--- config.mk ---
export PLATFORM = sky130hd
export DESIGN_NAME = drive_power_state_machine
export DESIGN_NICKNAME = d
export VERILOG_FILES = /design/src/rtl/core/dpsm_pkg.sv /design/src/rtl/core/drive_power_state_machine.sv
export SDC_FILE = /design/constraint.sdc
export NUM_CORES = 1
export LEC_CHECK = 0
export BUFFER_PORTS_ARGS = -buffer_cell sky130_fd_sc_hd__buf_2
export CAP_MARGIN = 20
export CORE_UTILIZATION = 40
export CTS_BUF_LIST = sky130_fd_sc_hd__clkbuf_4
export CTS_CLUSTER_DIAMETER = 30
export CTS_CLUSTER_SIZE = 30
export DETAILED_ROUTE_END_ITERATION = 6
export PLACE_DENSITY = 0.74
export SLEW_MARGIN = 20
export SYNTH_ARGS = -nofsm -noshare
export SYNTH_HDL_FRONTEND = slang
export SYNTH_SLANG_ARGS = --single-unit
--- constraint.sdc ---
create_clock -name clk -period 2.3 [get_ports clk]
set_input_delay 0.115 -clock clk [delete_from_list [all_inputs] [get_ports clk]]
set_output_delay 0.115 -clock clk [all_outputs]
set_load 0.005 [all_outputs]
--- src/rtl/core/dpsm_pkg.sv ---
// Shared types, codes and bit positions for the drive power state machine.
// No dependencies; imported by the core and its checker.
package dpsm_pkg;

  typedef enum logic [2:0] {
    PS_NOT_READY      = 3'd0,
    PS_DISABLED       = 3'd1,
    PS_READY          = 3'd2,
    PS_SWITCHED_ON    = 3'd3,
    PS_ENABLED        = 3'd4,
    PS_QUICK_STOP     = 3'd5,
    PS_FAULT_REACTION = 3'd6,
    PS_FAULT          = 3'd7
  } power_state_t;

  typedef enum logic {
    CMD_CONTROL = 1'b0,
    CMD_MODE    = 1'b1
  } command_t;

  // Control word bit positions
  localparam int unsigned CW_SO_BIT      = 0;
  localparam int unsigned CW_EN_VOLTAGE  = 1;
  localparam int unsigned CW_QS_BIT      = 2;
  localparam int unsigned CW_EN_OP       = 3;
  localparam int unsigned CW_FR_BIT      = 7;

  // Status word bit positions
  localparam int unsigned SW_RTSO  = 0;
  localparam int unsigned SW_SO    = 1;
  localparam int unsigned SW_OE    = 2;
  localparam int unsigned SW_FLT   = 3;
  localparam int unsigned SW_QS    = 5;
  localparam int unsigned SW_SOD   = 6;

  localparam logic [15:0] STATUS_MASK = 16'h006F;

  // Entering switch on disabled rewrites the same group but holds the quick stop bit
  localparam logic [15:0] DISABLED_MASK = 16'h004F;

  localparam logic signed [7:0] MODE_LAST_LEGAL = 8'sd10;

  // Status bits under STATUS_MASK that a transition into the given state leaves
  function automatic logic [15:0] state_status(input power_state_t st);
    logic [15:0] s;
    s = '0;
    unique case (st)
      PS_DISABLED: s[SW_SOD] = 1'b1;
      PS_READY: begin
        s[SW_RTSO] = 1'b1;
        s[SW_QS]   = 1'b1;
      end
      PS_SWITCHED_ON: begin
        s[SW_RTSO] = 1'b1;
        s[SW_SO]   = 1'b1;
        s[SW_QS]   = 1'b1;
      end
      PS_ENABLED: begin
        s[SW_RTSO] = 1'b1;
        s[SW_SO]   = 1'b1;
        s[SW_OE]   = 1'b1;
        s[SW_QS]   = 1'b1;
      end
      PS_QUICK_STOP: begin
        s[SW_RTSO] = 1'b1;
        s[SW_SO]   = 1'b1;
        s[SW_OE]   = 1'b1;
      end
      default: s = '0;
    endcase
    return s;
  endfunction

endpackage

--- src/rtl/core/drive_power_state_machine.sv ---
// Drive power state machine: request register, decode/update logic, result register.
// A request is accepted into the request register and loads the result register as it moves on,
// raising out_valid; throughput one request per cycle when out_ready does not stall.
// Back-pressure from out_ready stalls both stages; a new request is taken when the request
// register is empty or moves on in the same cycle.
// Synchronous active-low reset: state "not ready", status word, mode display and mode flag zero.
module drive_power_state_machine
  import dpsm_pkg::*;
(
  input  logic               clk,
  input  logic               rst_n,
  input  logic               in_valid,
  output logic               in_ready,
  input  logic               in_command,
  input  logic [15:0]        in_control_value,
  input  logic signed [7:0]  in_mode_value,
  output logic               out_valid,
  input  logic               out_ready,
  output logic [15:0]        out_status_bits,
  output logic signed [7:0]  out_mode_shown,
  output logic [2:0]         out_power_state,
  output logic               out_mode_accepted
);

  // Request stage
  logic              s1_valid_r;
  command_t          s1_command_r;
  logic [15:0]       s1_control_r;
  logic signed [7:0] s1_mode_r;

  // Architectural state
  power_state_t      state_r, state_nxt;
  logic [15:0]       status_r, status_nxt;
  logic signed [7:0] mode_echo_r, mode_echo_nxt;
  logic              mode_ok_r, mode_ok_nxt;

  // Result register
  logic              out_valid_r;
  logic [15:0]       out_status_r;
  logic signed [7:0] out_mode_r;
  power_state_t      out_state_r;
  logic              out_mode_ok_r;

  logic s1_go;

  // Move the request stage on when the result register is free or being drained.
  assign s1_go    = s1_valid_r && (!out_valid_r || out_ready);
  assign in_ready = !s1_valid_r || s1_go;

  always_ff @(posedge clk) begin
    if (!rst_n) begin
      s1_valid_r <= 1'b0;
    end else if (in_ready) begin
      s1_valid_r <= in_valid;
    end
  end

  // Hold the request payload until it moves on.
  always_ff @(posedge clk) begin
    if (in_valid && in_ready) begin
      s1_command_r <= command_t'(in_command);
      s1_control_r <= in_control_value;
      s1_mode_r    <= in_mode_value;
    end
  end

  // Decode the control word and apply the per-state transition rules.
  logic         so, ev, qs, eo, fr;
  logic         c_shutdown, c_disable, c_switch_on, c_enable, c_quick;
  logic         take;
  power_state_t target;

  always_comb begin
    so = s1_control_r[CW_SO_BIT];
    ev = s1_control_r[CW_EN_VOLTAGE];
    qs = s1_control_r[CW_QS_BIT];
    eo = s1_control_r[CW_EN_OP];
    fr = s1_control_r[CW_FR_BIT];

    c_shutdown  = !fr && qs && ev && !so;
    c_disable   = !fr && !ev;
    c_switch_on = !fr && !eo && qs && ev && so;
    c_enable    = !fr && eo && qs && ev && so;
    c_quick     = !fr && !qs && ev;

    take   = 1'b0;
    target = state_r;
    unique case (state_r)
      PS_NOT_READY: begin
        take   = 1'b1;
        target = PS_DISABLED;
      end
      PS_DISABLED: begin
        if (c_shutdown) begin
          take   = 1'b1;
          target = PS_READY;
        end
      end
      PS_READY: begin
        if (c_disable) begin
          take   = 1'b1;
          target = PS_DISABLED;
        end else if (c_switch_on) begin
          take   = 1'b1;
          target = PS_SWITCHED_ON;
        end else if (fr) begin
          // Fault reset re-enters ready and rewrites its status bits.
          take   = 1'b1;
          target = PS_READY;
        end
      end
      PS_SWITCHED_ON: begin
        if (c_disable) begin
          take   = 1'b1;
          target = PS_DISABLED;
        end else if (c_shutdown) begin
          take   = 1'b1;
          target = PS_READY;
        end else if (c_enable) begin
          take   = 1'b1;
          target = PS_ENABLED;
        end
      end
      PS_ENABLED: begin
        if (c_disable) begin
          take   = 1'b1;
          target = PS_DISABLED;
        end else if (c_shutdown) begin
          take   = 1'b1;
          target = PS_READY;
        end else if (c_switch_on) begin
          take   = 1'b1;
          target = PS_SWITCHED_ON;
        end else if (c_quick) begin
          take   = 1'b1;
          target = PS_QUICK_STOP;
        end
      end
      PS_QUICK_STOP: begin
        if (c_enable) begin
          take   = 1'b1;
          target = PS_ENABLED;
        end else if (c_disable) begin
          take   = 1'b1;
          target = PS_DISABLED;
        end
      end
      // Fault states are never entered; if held, ignore every control word.
      PS_FAULT_REACTION, PS_FAULT: begin
        take   = 1'b0;
        target = state_r;
      end
    endcase
  end

  // Next architectural state for the request in stage 1.
  always_comb begin
    state_nxt     = state_r;
    status_nxt    = status_r;
    mode_echo_nxt = mode_echo_r;
    mode_ok_nxt   = mode_ok_r;
    unique case (s1_command_r)
      CMD_CONTROL: begin
        if (take) begin
          state_nxt  = target;
          // Disable voltage leaves the quick stop bit as it was.
          status_nxt = (status_r & ~((target == PS_DISABLED) ? DISABLED_MASK : STATUS_MASK))
                       | state_status(target);
        end
      end
      CMD_MODE: begin
        // Echo every byte; flag only modes 0 through the last legal one.
        mode_echo_nxt = s1_mode_r;
        mode_ok_nxt   = (s1_mode_r >= 8'sd0) && (s1_mode_r <= MODE_LAST_LEGAL);
      end
    endcase
  end

  always_ff @(posedge clk) begin
    if (!rst_n) begin
      state_r     <= PS_NOT_READY;
      status_r    <= '0;
      mode_echo_r <= '0;
      mode_ok_r   <= 1'b0;
    end else if (s1_go) begin
      state_r     <= state_nxt;
      status_r    <= status_nxt;
      mode_echo_r <= mode_echo_nxt;
      mode_ok_r   <= mode_ok_nxt;
    end
  end

  // Result register: load on advance, drop valid once drained.
  always_ff @(posedge clk) begin
    if (!rst_n) begin
      out_valid_r <= 1'b0;
    end else if (s1_go) begin
      out_valid_r <= 1'b1;
    end else if (out_ready) begin
      out_valid_r <= 1'b0;
    end
  end

  always_ff @(posedge clk) begin
    if (s1_go) begin
      out_status_r  <= status_nxt;
      out_mode_r    <= mode_echo_nxt;
      out_state_r   <= state_nxt;
      out_mode_ok_r <= mode_ok_nxt;
    end
  end

  assign out_valid         = out_valid_r;
  assign out_status_bits   = out_status_r;
  assign out_mode_shown    = out_mode_r;
  assign out_power_state   = out_state_r;
  assign out_mode_accepted = out_mode_ok_r;

endmodule

# After elaboration in Yosys (flattened, before gate mapping)
# Index checks and enable logic that the tools add are counted.
[word_totals] regBits=75 inputBits=29 output_inout_bits=30 wordCells=119
[classes] magnitude_cmp=2 eq_ne=12 muxes=56 bitwise=3 n_reduce_logical=33
[ops] cell="$mux W3" n=15
[ops] cell="$mux W16" n=2
[ops] cell="$mux W1" n=31
[ops] cell="$pmux W3 S7" n=1
[ops] cell="$eq A3 B3 Y1 const B" n=6
[ops] cell="$mux W9" n=2
[ops] cell="$logic_and A1 B1 Y1" n=17
[ops] cell="$and A16 B16 Y16" n=1
[ops] cell="$not A7 Y16" n=1
[ops] cell="$or A16 B16 Y16" n=1
[ops] cell="$eq A3 B2 Y1 const B" n=4
[ops] cell="$ge A8 B1 Y1 const B" n=1
[ops] cell="$le A8 B5 Y1 const B" n=1
[ops] cell="$mux W8" n=1
[ops] cell="$logic_not A1 Y1" n=7
[ops] cell="$pmux W1 S7" n=1
[ops] cell="$eq A3 B1 Y1 const B" n=2
[ops] cell="$mux W6" n=1
[ops] cell="$reduce_or A3 Y1" n=2
[ops] cell="$mux W2" n=2
[ops] cell="$reduce_or A2 Y1" n=2
[ops] cell="$reduce_or A4 Y1" n=1
[ops] cell="$logic_not A3 Y1" n=1
[ops] cell="$logic_or A1 B1 Y1" n=2
[ops] cell="$reduce_bool A2 Y1" n=1

# Longest topological paths before layout
[depth] word_depth=17 depth_mapped=8 ltp_nobuf=6

# Worst setup path after synthesis
# No wires, ideal clock.
[synth_timing] path_kind="register -> register" start="reg out_valid_r (netlist: out_valid)" end="reg mode_echo_r[0]" setup_ns=0.118 t_arrival_ns=2.157 t_required_ns=2.182 setup_slack_ns=0.025 stages_incl_launch_ff=6 path_buffers=1 synth_period_minus_slack_ns=2.275 path_cell_list="dfxtp_1 > nor2b_1 > clkbuf_1 > nor2_1 > mux2i_1 > nor2b_1"
[synth_via] elab_chain_cells=3
[synth_rtl] element="start, declared" line="drive_power_state_machine.sv:38" rtl="logic out_valid_r;"
[synth_rtl] element="start signal, assigned" line="drive_power_state_machine.sv:196" rtl="out_valid_r <= 1'b0;"
[synth_rtl] element="start signal, assigned" line="drive_power_state_machine.sv:198" rtl="out_valid_r <= 1'b1;"
[synth_rtl] element="start signal, assigned" line="drive_power_state_machine.sv:200" rtl="out_valid_r <= 1'b0;"
[synth_rtl] element="$logic_not A1 Y1" line="drive_power_state_machine.sv:47" rtl="assign s1_go = s1_valid_r && (!out_valid_r || out_ready);"
[synth_rtl] element="$logic_or A1 B1 Y1" line="drive_power_state_machine.sv:47"
[synth_rtl] element="$logic_and A1 B1 Y1" line="drive_power_state_machine.sv:47"
[synth_rtl] element="named net s1_go" line="drive_power_state_machine.sv:44" rtl="logic s1_go;"
[synth_rtl] element="end signal, assigned" line="drive_power_state_machine.sv:188" rtl="mode_echo_r <= mode_echo_nxt;"
[synth_rtl] element="end, declared" line="drive_power_state_machine.sv:34" rtl="logic signed [7:0] mode_echo_r, mode_echo_nxt;"
# The timed path passes the listed nets, and every way through them passes these cells.
# A chain may end at the register's enable or synchronous reset.

# Final worst setup path
[layout_timing] start="reg state_r[2]" end="reg out_state_r[1] (netlist: out_power_state[1]), data pin"
[layout_via] elab_chain_cells=5 word_cells_on_any_way=13 cone_classes="eq/ne: 7; mux: 4; reduce/logical: 2"
[layout_rtl] element="start, declared" line="drive_power_state_machine.sv:32" rtl="power_state_t state_r, state_nxt;"
[layout_rtl] element="start signal, assigned" line="drive_power_state_machine.sv:186" rtl="state_r <= state_nxt;"
[layout_rtl] element="$eq A3 B3 Y1" line="drive_power_state_machine.sv:88" rtl="unique case (state_r)"
[layout_rtl] element="$reduce_or A2 Y1" line="drive_power_state_machine.sv:88"
[layout_rtl] element="$pmux W3 S7 / $pmux W1 S7 (equally long branches)" line="drive_power_state_machine.sv:88"
[layout_rtl] element="$mux W3 *" line="drive_power_state_machine.sv:164" rtl="if (take) begin"
[layout_rtl] element="$mux W3 *" line="drive_power_state_machine.sv:162" rtl="unique case (s1_command_r)"
[layout_rtl] element="named net state_nxt[1]" line="drive_power_state_machine.sv:32"
[layout_rtl] element="end signal, assigned" line="drive_power_state_machine.sv:208" rtl="out_state_r <= state_nxt;"
[layout_rtl] element="end, declared" line="drive_power_state_machine.sv:41" rtl="power_state_t out_state_r;"
# Mark *: on every way through the listed nets, which the timed path passes. The rest lies on a longest branch.

==> results.sh <==
export IMPL_seq_area_mm2=0.00136
export IMPL_rsz0062_at_grt="no"
export IMPL_initial_core_util=0.418
export IMPL_grt_usage=0.145
export IMPL_multi_input_area_mm2=0.00101
export IMPL_slew_violations=0
export IMPL_finalNonFillerCells=353
export IMPL_die_w_um=81.1
export IMPL_drive_above_1_share=0.324
export IMPL_synth_seq_area_share=0.543
export IMPL_drtIter0Drc=75
export IMPL_global_route_usage_met2=0.220
export IMPL_dieArea_mm2=0.00658
export IMPL_required_ns=2.44
export IMPL_cts_root_buffer="clkbuf_4"
export IMPL_numClockSinks=52
export IMPL_grt_max_degree=27
export IMPL_p_leak_nw=1.26
export IMPL_worstSetupPathType="register to register"
export IMPL_nNetsFinal=306
export IMPL_period_share=0.938
export IMPL_syn_to_final_growth_pct=22.2
export IMPL_start_kind="register"
export IMPL_fin_crit_ns=2.16
export IMPL_met1_usage=0.199
export IMPL_yosys_area_share_simple=0.131
export IMPL_crit_path_start="state_r[2]"
export IMPL_ios=59
export IMPL_ys_async_sr_fraction=0
export IMPL_fp_row_count=28
export IMPL_fp_dieH_um=81.1
export IMPL_r2r_start="state_r[2]"
export IMPL_dpl_hpwl_um=3120
export IMPL_synth_cells=212
export IMPL_synthAdderAreaFrac=0
export IMPL_path_clk_slew_ns=0.14
export IMPL_path_max_fanout=10
export IMPL_yosysUniqueCellTypes=60
export IMPL_clk_latency_ns=0.38
export IMPL_hold_viol=0
export IMPL_tritoncts="done"
export IMPL_synth_area_mm2=0.00250
export IMPL_via_count=1779
export IMPL_synth_edf_count=32
export IMPL_grt_pass1_vias=1612
export IMPL_powerDensity_mw_per_mm2=643
export IMPL_antenna_found_initial=0
export IMPL_grt_busiest_layer="met2"
export IMPL_ir_drop_mv=0.320
export IMPL_power_w=0.00197
export IMPL_core_mm2=0.00599
export IMPL_clock_path_buffers=2
export IMPL_worst_setup_path_end_kind="register"
export IMPL_grt_first_pass_wirelength_um=7290
export IMPL_synthTopCellsByArea="edfxtp_1 38%, dfxtp_1 16%, mux2_2 4.9%"
export IMPL_synth_top_area_frac=0.384
export IMPL_fillers=528
export IMPL_numCtsBuffers=5
export IMPL_routed_wirelength_um=4440
export IMPL_setup_viol=0
export IMPL_critPathSlowestCell="dfxtp_1"
export IMPL_max_slew_margin=0.573
export IMPL_min_from="rst_n"
export IMPL_firstDrtPassIters=4
export IMPL_drv_cap=0
export IMPL_ys_flop_type="edfxtp_1"
export IMPL_postRouteAntennaNets=0
export IMPL_cts_setup_buffers=0
export IMPL_avgViaCountPerCell=5.04
export IMPL_synth_xor_area_frac=0.00350
export IMPL_gp_congestion=0.847
export IMPL_crit_chain="buf_4 > inv_1 > a31oi_1 > and4_4 > a31oi_4 > nand2_2 > mux2_2"
export IMPL_outcome="finished, final reports clean"
export IMPL_synthMuxAreaShare=0.0854
export IMPL_tightest_slew_ns=0.641
export IMPL_worst_hold_path_type="primary input to register"
export IMPL_grt_use_met3=0.0360
export IMPL_max_freq_mhz=464
export IMPL_setup_tns_ns=0
export IMPL_grt_ovfl_total=0
export IMPL_post_drt_wl_per_cell_um=12.6
export IMPL_place_inst=330
export IMPL_yosysTopAreaCell="edfxtp_1"
export IMPL_ys_ff_latch=52
export IMPL_h_tree_depth=2
export IMPL_fin_worst_skew_ns=0.0124
export IMPL_drcViolationCount=0
export IMPL_avgSynthCellArea_um2=11.8
export IMPL_synth_compound_area_frac=0.166
export IMPL_critical_path_arrival_ns=2.30
export IMPL_num_antenna_cells=0
export IMPL_io_buffers=37
export IMPL_synth_warnings=0
export IMPL_crit_path_max_incr_delay_ns=0.52
export IMPL_synth_top_family_by_area="compound AO/OA/AOI/OAI gates"
==> flip-flops by register name, summed over array words and instances (netlist names) <==
signal,flops
out_valid,1
out_mode_accepted,1
s1_control_r,5
s1_mode_r,8
status_r,6
state_r,3
mode_ok_r,1
out_status_bits,6
out_mode_shown,8
s1_valid_r,1
s1_command_r,1
out_power_state,3
mode_echo_r,8
==> final timing paths <==
kind / to / slack [ns] / cells after the start
worst min register to register: status_r[3] / 0.43 / 2
worst max register to register: out_power_state[1] / 0.14 / 7
worst min-delay path: status_r[1] / 0.14 / 3
worst max-delay path: out_power_state[1] / 0.14 / 7
==> cell usage after synthesis (all sizes together) (2+ instances only) <==
library cell and n:
dfxtp 20, clkbuf 4, a21boi 3, nor2b 11
inv 9, edfxtp 32, a21oi 7, and2 5
o22ai 2, nand2b 4, nor2 10, o21a 3
o211ai 2, o311a 2, nand2 10, mux2i 9
buf 18, o211a 5, a31oi 5, a32o 2
o21ai 10, nand3 3, mux2 11
==> cell families after synthesis <==
kind of cell,after synthesis
xor+xnor,1
mux,20
other cells,1
flops,52
buf+inv,31
simple gates,56
compound gates,51
==> routing by layer <==
metal	vias up	share of wire
met4	0	0.015
met2	57	0.46
met5	-	0
met3	8	0.047
li1	895	-
met1	819	0.47
==> what timing repair did <==
item	in CTS	in global routing
hold endpoints to repair	15	0
gates resized for setup	0	2
hold buffers	15	0
endpoints found under the setup margin	0	11
==> stage by stage <==
step	hold slack, ns	utilization	setup slack [ns]	area (um2)
after floorplan	0.214	-	0.0251	2540
after global placement	0.293	0.472	0.130	2830
after detailed placement	0.293	0.472	0.0711	2830
after CTS	0.128	0.511	0.0499	3060
after global routing	0.137	0.511	0.00763	3060
final	0.136	0.511	0.143	3060
==> layout by cell type, fill, tap and decap left out, drive strengths merged, types with 7 or more instances in the layout <==
master,instances
buf,56
o21ai,10
conb,10
nand2,10
a21oi,7
mux2,11
mux2i,9
nor2,10
nor2b,11
edfxtp,32
dfxtp,20
inv,10
dlygate4sd3,15
==> critical path, delay by kind of cell (launching register included) <==
kind | cells | cell delay (ns)
AOI/OAI and AO/OA | 2 | 0.30
DFF | 1 | 0.52
buffers and inverters | 2 | 0.31
and+or+nand+nor | 2 | 0.44
muxes | 1 | 0.35
==> cell type report <==
cell class	count	area share
sequential	52	0.445
multi-input combinational	138	0.330
timing repair buffer	71	0.156
tap	75	0.0307
clock buffer	6	0.0147
clock inverter	2	0.0127
inverter	9	0.0110
==> power breakdown <==
group | total (W) | switching [W] | internal [W]
clock | 0.000536 | 0.000291 | 0.000246
combinational | 0.000337 | 0.000162 | 0.000175
sequential | 0.00109 | 0.0000381 | 0.00106
total | 0.00197 | 0.000491 | 0.00148
Note: power is estimated with default switching activity, not from simulation.
